==> config.mk <==
export PLATFORM = sky130hd
export DESIGN_NAME = fifo_queue_with_search
export DESIGN_NICKNAME = d
export VERILOG_FILES = /design/src/rtl/core/fqs_pkg.sv /design/src/rtl/core/fqs_ram.sv /design/src/rtl/core/fqs_ctrl.sv /design/src/rtl/core/fqs_out_reg.sv /design/src/rtl/core/fifo_queue_with_search.sv
export SDC_FILE = /design/constraint.sdc
export NUM_CORES = 1
export LEC_CHECK = 0
export BUFFER_PORTS_ARGS = -buffer_cell sky130_fd_sc_hd__buf_2
export CAP_MARGIN = 20
export CELL_PAD_IN_SITES_DETAIL_PLACEMENT = 2
export CELL_PAD_IN_SITES_GLOBAL_PLACEMENT = 2
export CORE_MARGIN = 5
export CORE_UTILIZATION = 49
export DETAILED_ROUTE_END_ITERATION = 10
export PLACE_DENSITY = 0.93
export SLEW_MARGIN = 30
export SYNTH_ARGS = -nofsm -noshare
export SYNTH_HDL_FRONTEND = slang
export SYNTH_HIERARCHICAL = 1
export SYNTH_SLANG_ARGS = --single-unit
==> constraint.sdc <==
create_clock -name i_clk -period 6.8 [get_ports i_clk]
set_input_delay 1.02 -clock i_clk [delete_from_list [all_inputs] [get_ports i_clk]]
set_output_delay 1.02 -clock i_clk [all_outputs]
set_load 0.005 [all_outputs]
==> src/rtl/core/fqs_pkg.sv <==
// Shared types and constants for the FIFO queue with search.
// Depends on nothing; every other file of the block but fqs_ram imports it.
package fqs_pkg;

    // Queue geometry
    localparam int DEPTH      = 16;
    localparam int DATA_WIDTH = 8;
    localparam int ADDR_W     = $clog2(DEPTH);
    localparam int CNT_W      = $clog2(DEPTH + 1);

    // Field widths of the request and result items
    localparam int VALUE_W = 8;

    // Operation codes carried in a request
    typedef enum logic [1:0] {
        OP_ENQ    = 2'd0,
        OP_DEQ    = 2'd1,
        OP_SEARCH = 2'd2,
        OP_CLEAR  = 2'd3
    } t_op;

    // Result status codes
    typedef enum logic [1:0] {
        ST_OK    = 2'd0,
        ST_EMPTY = 2'd1,
        ST_FULL  = 2'd2
    } t_status;

    // One request
    typedef struct packed {
        t_op                op;
        logic [VALUE_W-1:0] value;
    } t_in_item;

    // One result
    typedef struct packed {
        t_status            status;
        logic               found;
        logic [CNT_W-1:0]   count;
        logic               has_items;
        logic [VALUE_W-1:0] front_value;
        logic [VALUE_W-1:0] rear_value;
    } t_out_item;

    // Entry store access issued by the sequencer
    typedef struct packed {
        logic                  we;
        logic [ADDR_W-1:0]     waddr;
        logic [DATA_WIDTH-1:0] wdata;
        logic [ADDR_W-1:0]     raddr;
    } t_ram_req;

endpackage

==> src/rtl/core/fqs_ram.sv <==
// Generic simple dual-port RAM: one write port, one read port, registered read data.
// Depends on nothing.
module fqs_ram #(
    parameter int DEPTH = 16,
    parameter int WIDTH = 8,
    localparam int AW   = $clog2(DEPTH)
) (
    input  logic             i_clk,
    input  logic             i_we,
    input  logic [AW-1:0]    i_waddr,
    input  logic [WIDTH-1:0] i_wdata,
    input  logic [AW-1:0]    i_raddr,
    output logic [WIDTH-1:0] o_rdata
);

    logic [WIDTH-1:0] mem [DEPTH];

    // Write port and registered read port
    always_ff @(posedge i_clk) begin
        if (i_we) begin
            mem[i_waddr] <= i_wdata;
        end
        o_rdata <= mem[i_raddr];
    end

endmodule

==> src/rtl/core/fqs_ctrl.sv <==
// Queue sequencer: head/tail/count bookkeeping, entry store accesses, search scan.
// Depends on fqs_pkg; drives the entry store in fqs_ram.
module fqs_ctrl (
    input  logic                          i_clk,
    input  logic                          i_rst_n,
    input  logic                          i_in_valid,
    output logic                          o_in_ready,
    input  fqs_pkg::t_in_item             i_in,
    output logic                          o_res_valid,
    input  logic                          i_res_ready,
    output fqs_pkg::t_out_item            o_res,
    output fqs_pkg::t_ram_req             o_ram,
    input  logic [fqs_pkg::DATA_WIDTH-1:0] i_ram_rdata
);
    import fqs_pkg::*;

    typedef enum logic [1:0] {
        S_IDLE,
        S_DEQ_RD,
        S_SCAN,
        S_RESP
    } t_state;

    t_state                r_state,     n_state;
    logic [ADDR_W-1:0]     r_head,      n_head;
    logic [ADDR_W-1:0]     r_tail,      n_tail;
    logic [CNT_W-1:0]      r_count,     n_count;
    logic [DATA_WIDTH-1:0] r_front,     n_front;
    logic [DATA_WIDTH-1:0] r_rear,      n_rear;
    logic [DATA_WIDTH-1:0] r_key,       n_key;
    logic                  r_found,     n_found;
    t_status               r_status,    n_status;
    logic [ADDR_W-1:0]     r_scan_slot, n_scan_slot;
    logic [CNT_W-1:0]      r_scan_left, n_scan_left;

    logic                  w_accept;
    logic [DATA_WIDTH-1:0] w_key;
    logic                  w_has;

    function automatic logic [ADDR_W-1:0] next_slot(input logic [ADDR_W-1:0] s);
        return (s == ADDR_W'(DEPTH - 1)) ? '0 : s + 1'b1;
    endfunction

    // A new request enters when idle, or while the finished result is handed off
    assign o_in_ready  = (r_state == S_IDLE) || ((r_state == S_RESP) && i_res_ready);
    assign w_accept    = i_in_valid && o_in_ready;
    assign w_key       = DATA_WIDTH'(i_in.value);
    assign o_res_valid = (r_state == S_RESP);

    // Result view of the current queue state
    assign w_has = (r_count != '0);
    always_comb begin
        o_res.status      = r_status;
        o_res.found       = r_found;
        o_res.count       = r_count;
        o_res.has_items   = w_has;
        o_res.front_value = w_has ? VALUE_W'(r_front) : '0;
        o_res.rear_value  = w_has ? VALUE_W'(r_rear) : '0;
    end

    // Next-state logic. The only write is an enqueue at the tail; reads of the
    // head or scan slots always follow in later cycles, so no forwarding is needed.
    always_comb begin
        n_state     = r_state;
        n_head      = r_head;
        n_tail      = r_tail;
        n_count     = r_count;
        n_front     = r_front;
        n_rear      = r_rear;
        n_key       = r_key;
        n_found     = r_found;
        n_status    = r_status;
        n_scan_slot = r_scan_slot;
        n_scan_left = r_scan_left;
        o_ram.we    = 1'b0;
        o_ram.waddr = r_tail;
        o_ram.wdata = w_key;
        o_ram.raddr = r_scan_slot;

        unique case (r_state)
            S_IDLE: begin
                n_state = S_IDLE;
            end
            S_DEQ_RD: begin
                // new front arrives from the store
                n_front = i_ram_rdata;
                n_state = S_RESP;
            end
            S_SCAN: begin
                // compare the entry read last cycle, issue the next read
                n_found = r_found | (i_ram_rdata == r_key);
                if (r_scan_left != '0) begin
                    o_ram.raddr = r_scan_slot;
                    n_scan_slot = next_slot(r_scan_slot);
                    n_scan_left = r_scan_left - 1'b1;
                end else begin
                    n_state = S_RESP;
                end
            end
            S_RESP: begin
                if (i_res_ready) begin
                    n_state = S_IDLE;
                end
            end
            default: begin
                n_state = S_IDLE;
            end
        endcase

        // Request entry
        if (w_accept) begin
            n_status = ST_OK;
            n_found  = 1'b0;
            n_state  = S_RESP;
            unique case (i_in.op)
                OP_ENQ: begin
                    if (r_count == CNT_W'(DEPTH)) begin
                        n_status = ST_FULL;
                    end else begin
                        o_ram.we = 1'b1;
                        n_tail   = next_slot(r_tail);
                        n_count  = r_count + 1'b1;
                        n_rear   = w_key;
                        if (r_count == '0) begin
                            n_front = w_key;
                        end
                    end
                end
                OP_DEQ: begin
                    if (r_count == '0) begin
                        n_status = ST_EMPTY;
                    end else begin
                        n_head  = next_slot(r_head);
                        n_count = r_count - 1'b1;
                        // fetch the new front unless the queue drains
                        if (r_count != CNT_W'(1)) begin
                            o_ram.raddr = next_slot(r_head);
                            n_state     = S_DEQ_RD;
                        end
                    end
                end
                OP_SEARCH: begin
                    n_key = w_key;
                    if (r_count != '0) begin
                        o_ram.raddr = r_head;
                        n_scan_slot = next_slot(r_head);
                        n_scan_left = r_count - 1'b1;
                        n_state     = S_SCAN;
                    end
                end
                OP_CLEAR: begin
                    n_head  = '0;
                    n_tail  = '0;
                    n_count = '0;
                end
                default: begin
                    n_status = ST_OK;
                end
            endcase
        end
    end

    // State and registered outputs
    always_ff @(posedge i_clk) begin
        if (!i_rst_n) begin
            r_state <= S_IDLE;
            r_head  <= '0;
            r_tail  <= '0;
            r_count <= '0;
        end else begin
            r_state <= n_state;
            r_head  <= n_head;
            r_tail  <= n_tail;
            r_count <= n_count;
        end
        r_front     <= n_front;
        r_rear      <= n_rear;
        r_key       <= n_key;
        r_found     <= n_found;
        r_status    <= n_status;
        r_scan_slot <= n_scan_slot;
        r_scan_left <= n_scan_left;
    end

endmodule

==> src/rtl/core/fqs_out_reg.sv <==
// Output register stage that decouples the sequencer from the result receiver.
// Depends on fqs_pkg for the result type.
module fqs_out_reg (
    input  logic               i_clk,
    input  logic               i_rst_n,
    input  logic               i_valid,
    output logic               o_ready,
    input  fqs_pkg::t_out_item i_item,
    output logic               o_valid,
    input  logic               i_ready,
    output fqs_pkg::t_out_item o_item
);
    import fqs_pkg::*;

    logic      r_valid;
    t_out_item r_item;

    // Load whenever the slot is empty or being drained this cycle
    assign o_ready = !r_valid || i_ready;
    assign o_valid = r_valid;
    assign o_item  = r_item;

    always_ff @(posedge i_clk) begin
        if (!i_rst_n) begin
            r_valid <= 1'b0;
        end else if (o_ready) begin
            r_valid <= i_valid;
        end
        if (o_ready && i_valid) begin
            r_item <= i_item;
        end
    end

endmodule

==> src/rtl/core/fifo_queue_with_search.sv <==
// FIFO queue with search: top level.
// Depends on fqs_pkg, fqs_ram, fqs_ctrl and fqs_out_reg.
//
// Request channel (i_in_valid / o_in_ready / i_in) carries an operation and a
// value: enqueue, dequeue, search or clear. Every request yields exactly one
// result on the result channel (o_out_valid / i_out_ready / o_out) with the
// status, the search hit flag, the entry count and the front and rear values.
//
// Entries live in a 16 x 8 synchronous RAM with registered read data.
// Enqueue, clear, rejected requests, a dequeue that empties the queue and a
// search of an empty queue go straight to the result, so they sustain one
// request per cycle while the receiver keeps up. A dequeue that leaves
// entries behind first reads the new front. A search reads one stored entry
// per cycle through the single read port; o_out comes from a result register.
//
// Reset (i_rst_n low at a clock edge) empties the queue; RAM contents are not
// cleared and are never shown before being written. When the receiver stalls,
// the output register holds one result, the sequencer holds the next, and
// then o_in_ready drops until results drain.
module fifo_queue_with_search (
    input  logic               i_clk,
    input  logic               i_rst_n,
    input  logic               i_in_valid,
    output logic               o_in_ready,
    input  fqs_pkg::t_in_item  i_in,
    output logic               o_out_valid,
    input  logic               i_out_ready,
    output fqs_pkg::t_out_item o_out
);
    import fqs_pkg::*;

    logic                  w_res_valid;
    logic                  w_res_ready;
    t_out_item             w_res;
    t_ram_req              w_ram;
    logic [DATA_WIDTH-1:0] w_rdata;

    // Sequencer
    fqs_ctrl u_ctrl (
        .i_clk       (i_clk),
        .i_rst_n     (i_rst_n),
        .i_in_valid  (i_in_valid),
        .o_in_ready  (o_in_ready),
        .i_in        (i_in),
        .o_res_valid (w_res_valid),
        .i_res_ready (w_res_ready),
        .o_res       (w_res),
        .o_ram       (w_ram),
        .i_ram_rdata (w_rdata)
    );

    // Entry store
    fqs_ram #(
        .DEPTH (DEPTH),
        .WIDTH (DATA_WIDTH)
    ) u_ram (
        .i_clk   (i_clk),
        .i_we    (w_ram.we),
        .i_waddr (w_ram.waddr),
        .i_wdata (w_ram.wdata),
        .i_raddr (w_ram.raddr),
        .o_rdata (w_rdata)
    );

    // Result register
    fqs_out_reg u_out (
        .i_clk   (i_clk),
        .i_rst_n (i_rst_n),
        .i_valid (w_res_valid),
        .o_ready (w_res_ready),
        .i_item  (w_res),
        .o_valid (o_out_valid),
        .i_ready (i_out_ready),
        .o_item  (o_out)
    );

endmodule

# --- Word level (Yosys, flattened, before mapping) ---
# Memory sizes are Yosys's and may differ from the RTL's. A register that Yosys moved wholly into a read port is not among the register bits.
# Cells that the tools add are included.
totals:
  input_bits: 14
  output_inout_bits: 27
  wordCells: 108
  ram_bits: 128
  n_memories: 1
  regBits: 77
classes:
  muxes: 46
  n_bitwise: 2
  addsub: 6
  reduce_logical: 19
  eq_ne: 16
mem_list:
  columns: ["memory", "depth", "word_bits", "rd", "rd_clocked_by_memory_dff", "write_ports", "line_no", "source"]
  rows:
  - ["u_ram.mem", 16, 8, 1, 1, 1, "fqs_ram.sv:16", "logic [WIDTH-1:0] mem [DEPTH];"]
ops:
  columns: ["operator", "count"]
  rows:
  - ["two-way mux 4 bit", 14]
  - ["two-way mux 8 bit", 5]
  - ["two-way mux 5 bit", 7]
  - ["case mux 4 bit (2 select lines)", 3]
  - ["case mux 5 bit (3 select lines)", 1]
  - ["adder 4 x 1 -> 4 bit (second input constant)", 3]
  - ["== test 4 bit (second input constant)", 3]
  - ["two-way mux 2 bit", 6]
  - ["nonzero test 5 bit", 2]
  - ["subtractor 5 x 1 -> 5 bit (second input constant)", 2]
  - ["AND reduction 3 bit", 3]
  - ["== test 2 bit (second input constant)", 4]
  - ["== test 8 bit", 1]
  - ["case mux 2 bit (2 select lines)", 2]
  - ["case mux 2 bit (4 select lines)", 1]
  - ["two-way mux 1 bit", 7]
  - ["adder 5 x 1 -> 5 bit (second input constant)", 1]
  - ["== test 5 bit (second input constant)", 1]
  - ["zero test 5 bit", 1]
  - ["inequality test 5 x 1 -> 1 bit (second input constant)", 1]
  - ["== test 2 x 1 -> 1 bit (second input constant)", 2]
  - ["zero test 2 bit", 2]
  - ["inequality test 2 bit (second input constant)", 2]
  - ["AND reduction 2 bit", 2]
  - ["other kinds (10)", 13]

# --- Longest topological paths before layout ---
logic_depth:
  depth_word: 8
  ltp_mapped: 11
  ltp_nobuf: 9

# --- By module ---
# Netlist, hierarchy kept.
modules_own_cells:
  columns: ["mod", "cells_each", "area_each_um2", "n_inst"]
  rows:
  - ["fqs_ram", 229, 5147.4, 1]
  - ["fqs_ctrl", 306, 2967.8, 1]
  - ["fqs_out_reg", 30, 808.3, 1]

# --- Least setup slack after synthesis ---
# Ideal clock, no wire load.
synth_timing:
  path_kind: "input to register"
  startpoint: "in i_out_ready"
  endpoint: "mem u_ram.mem[0][0] (enable)"
  n_path_buf: 0
  required_ps: 6417
  stages: 7
  path_slack_ps: 3508
  arrival_time_ps: 2908
  setup_ps: 383
  path_cell_list: "nand2b_4 a21oi_2 nor2_1 nand2_1 nor2_1 or3b_2 nor3_1"
synth_rtl:
  columns: ["item", "line_no", "source"]
  rows:
  - ["start: declaration", "fifo_queue_with_search.sv:27", "input logic i_out_ready,"]
  - ["end: declaration", "fqs_ram.sv:16", null]

==> impl_metrics.py <==
metrics = {
    "finish": {
        "drive_above_1_share_pct": 18.96,
        "fill_cells": 1503,
        "area_delta_synth_final_pct": 12.49,
        "n_antenna_cell": 0,
        "nNetsFinal": 632,
        "design_area_sq_mm": 0.01004,
    },
    "cts": {
        "cts_hold_buf": 0,
        "post-cts-setup-buffers": 0,
        "cts_tree": "done",
        "cts.path.max_buffers": 3,
        "clk_pin_slew_ps": 70,
        "cts_sinks": 213,
        "post_cts_resized": 0,
        "clock_latency_ps": 510,
        "htreeDepth": 1,
        "root_buffer": "clkbuf_16",
        "numCtsBuffers": 23,
    },
    "drt": {
        "remaining_drc_errors": 0,
        "vias": 5799,
        "viasPerCell": 6.855,
        "drt_iter0_drc": 580,
        "finalWirelength_microns": 30690,
        "drt.antenna.violating_nets": 0,
        "wl_per_cell_microns": 36.28,
        "drt_pass1_iterations": 5,
    },
    "synth": {
        "synth-edff-count": 171,
        "syn_area_sq_mm": 0.008924,
        "ys_warn_count": 6,
        "syn_area_per_cell_sq_um": 15.79,
        "synth.distinct_cells": 67,
        "ys_seq_area_share_pct": 66.97,
        "synthArstFlopShare_pct": 0,
        "syn_nets": 595,
        "synth_flop_cell": "edfxtp_1",
        "ys_ff_latch": 213,
        "syn_inst": 565,
    },
    "worst_setup_path": {
        "slowest_delay_ps": 750,
        "worstPathArrival_ps": 4450,
        "crit_path_frequent_cell": "nand2_1",
        "worstPathRequired_ps": 7190,
        "criticalPathCategory": "flip-flop to flip-flop",
        "path_delay_family": "compound AO/OA/AOI/OAI gates",
        "worst-path-max-fanout": 32,
        "start_kind": "flip-flop",
        "crit_path_end_kind": "flip-flop",
        "worstPathCellList": "inv_1 > ha_1 > nor4b_4 > a211oi_1 > nand2_1 > a221o_4 > mux4_1 > a22oi_1 > nand2_1",
        "worst-path-buf-inv": 1,
        "crit_slowest_cell": "a221o_4",
    },
    "placed_design": {
        "dpl-instance-area_sq_mm": 0.009233,
        "dp_hpwl_microns": 18680,
        "gp_congestion": 0.8330,
        "port_buffers": 40,
    },
    "timing": {
        "worstMarginPinSlew_ps": 1020,
        "setup-violations-final": 0,
        "fin_skew_ps": 18.95,
        "period_minus_slack_ps": 4068,
        "post-route-period-util_pct": 59.82,
        "tns_ps": 0,
        "drv_slew": 0,
        "grt_setup_unrepaired": "false",
        "holdWs_ps": 455.6,
        "hold_viol": 0,
        "max_freq_ghz": 0.2458,
        "relSlewSlack_pct": 31.77,
    },
    "floorplan": {
        "boundaryPins": 41,
        "die_w_microns": 145.0,
        "dieArea_sq_mm": 0.02101,
        "fp.dieH_microns": 145.0,
        "core_area_sq_mm": 0.01796,
        "rows": 49,
        "initial_utilization_pct": 49.68,
    },
    "grt": {
        "grt.total_usage_pct": 28.92,
        "grt_pass1_wl_microns": 44940,
        "antenna_found_initial": 0,
        "grt_max_degree": 33,
        "grt_overflow_total": 0,
        "grt_pass1_vias": 6124,
    },
    "outcome": {
        "run_status": "finished clean",
    },
    "worst_hold_path": {
        "hold_class": "flip-flop to flip-flop",
    },
    "power_and_ir_drop": {
        "p_per_area_mw_per_mm2": 427.7,
        "peakVddDrop_v": 0.0002551,
        "p_leak_uw": 0.003487,
    },
    "flow_run": {
        "max_cap_violations": 0,
    },
}
==> synthesized netlist by cell type, drive strengths merged, types with 2 or more instances <==
cell type	number	area (sq um)
a211oi	6	55.05
a21o	2	15.01
a21oi	25	128.9
a221o	3	30.03
a221oi	2	17.52
a22oi	18	135.1
a311oi	2	17.52
a31oi	5	31.28
and2	27	176.4
and3	2	12.51
buf	22	163.9
clkbuf	7	26.28
clkdlybuf4s25	3	30.03
dfxtp	42	840.8
edfxtp	171	5135
ha	16	200.2
inv	15	56.30
mux2i	15	150.1
mux4	32	773.2
nand2	19	71.32
nand2b	4	32.53
nand3	8	40.04
nand3b	4	30.03
nand4	3	25.02
nor2	38	142.6
nor2b	6	37.54
nor3	10	50.05
nor4	2	12.51
nor4b	3	41.29
o211ai	2	15.01
o21a	3	22.52
o21ai	10	50.05
o31ai	3	22.52
xnor2	4	35.03
xor2	10	87.58
==> registers in the layout, indices dropped and copies added (netlist names) <==
| signal | flops |
|---|---|
| u_ctrl/r_front | 8 |
| u_ctrl/r_rear | 8 |
| u_ctrl/r_scan_slot | 4 |
| u_ctrl/r_key | 8 |
| u_ctrl/r_state | 2 |
| u_ctrl/r_found | 1 |
| u_out/o_valid | 1 |
| u_ctrl/r_tail | 4 |
| u_ctrl/r_status | 2 |
| u_ctrl/r_scan_left | 5 |
| u_ram/o_rdata | 8 |
| u_ctrl/r_count | 5 |
| u_out/o_item | 25 |
| u_ram/mem | 128 |
| u_ctrl/r_head | 4 |
==> cell families (layout without fill, tap and decap cells) <==
family / after synthesis / count (layout) / synth area share [%]
AO/OA/AOI/OAI: 94 / 94 / 7.628
XOR/XNOR: 14 / 14 / 1.374
adder cells (fa/ha/maj): 16 / 16 / 2.243
buffers and inverters: 47 / 99 / 3.099
flip-flops: 213 / 213 / 66.97
multiplexers: 48 / 48 / 10.47
AND/OR/NAND/NOR: 133 / 133 / 8.217
==> per-stage QoR <==
stage	cells	setup WS [ps]	util [%]	power, uW
3_3_place_gp	806	2497	51.34	2656
6_report	846	2732	55.88	4293
3_5_place_dp	806	2268	51.40	2827
2_1_floorplan	565	3508	-	2489
4_1_cts	846	2498	55.83	4280
5_1_grt	846	2724	55.88	4424
==> report_power, final <==
| part | internal, uW | leakage (uW) | switching (uW) | total (uW) |
|---|---|---|---|---|
| sequential | 1570 | 0.00190 | 160 | 1740 |
| clock | 828 | 0.000395 | 538 | 1370 |
| combinational | 468 | 0.00120 | 724 | 1190 |
==> metal layers <==
metal	up-vias	GRT usage, %	wire length [microns]
li1	2279	-	-
met5	-	0	0
met4	0	14.60	1854
met3	117	5.457	2162
met2	387	48.39	15210
met1	3016	36.10	11470
==> final cells by class <==
| type | count | area, sq um | area share, % |
|---|---|---|---|
| timing repair buffer | 44 | 230.2 | 2.293 |
| clock inverter | 13 | 186.4 | 1.857 |
| multi-input combinational | 305 | 2693 | 26.82 |
| sequential | 213 | 5976 | 59.53 |
| clock buffer | 27 | 610.6 | 6.083 |
| inverter | 15 | 56.30 | 0.5609 |
| tap | 229 | 286.5 | 2.854 |
==> cell usage in the layout (no fill, tap or decap), types with 3 or more instances in the layout <==
cell	synthesis	final
a211oi_1	4	4
a21oi_1	24	24
a22oi_1	18	18
a31oi_1	5	5
and2_1	24	24
and2_4	3	3
buf_2	5	40
buf_4	12	4
bufinv_16	0	5
clkbuf_16	0	23
clkinv_1	0	3
clkinv_2	0	5
dfxtp_1	42	42
edfxtp_1	171	171
ha_1	16	16
inv_1	14	14
mux2i_1	15	15
mux4_1	14	14
mux4_2	18	18
nand2_1	19	19
nand2b_1	3	3
nand3_1	8	8
nand3b_1	4	4
nor2_1	38	37
nor2b_1	6	6
nor3_1	10	10
o21a_1	3	3
o21ai_0	10	10
o31ai_1	3	3
xnor2_1	4	4
xor2_1	10	10
==> worst paths after layout <==
| path | startpoint | end | slack, ps | depth (start not counted) |
|---|---|---|---|---|
| worst max-delay path | u_ctrl/r_count[0] | u_ram/o_rdata[2] | 2730 | 9 |
| worst min-delay path | u_ctrl/r_status[1] | u_out/o_item[24] | 460 | 0 |
| worst max register to register | u_ctrl/r_count[0] | u_ram/o_rdata[2] | 2730 | 9 |
| worst min register to register | u_ctrl/r_status[1] | u_out/o_item[24] | 460 | 0 |
Note: power is estimated with default switching activity, not from simulation.
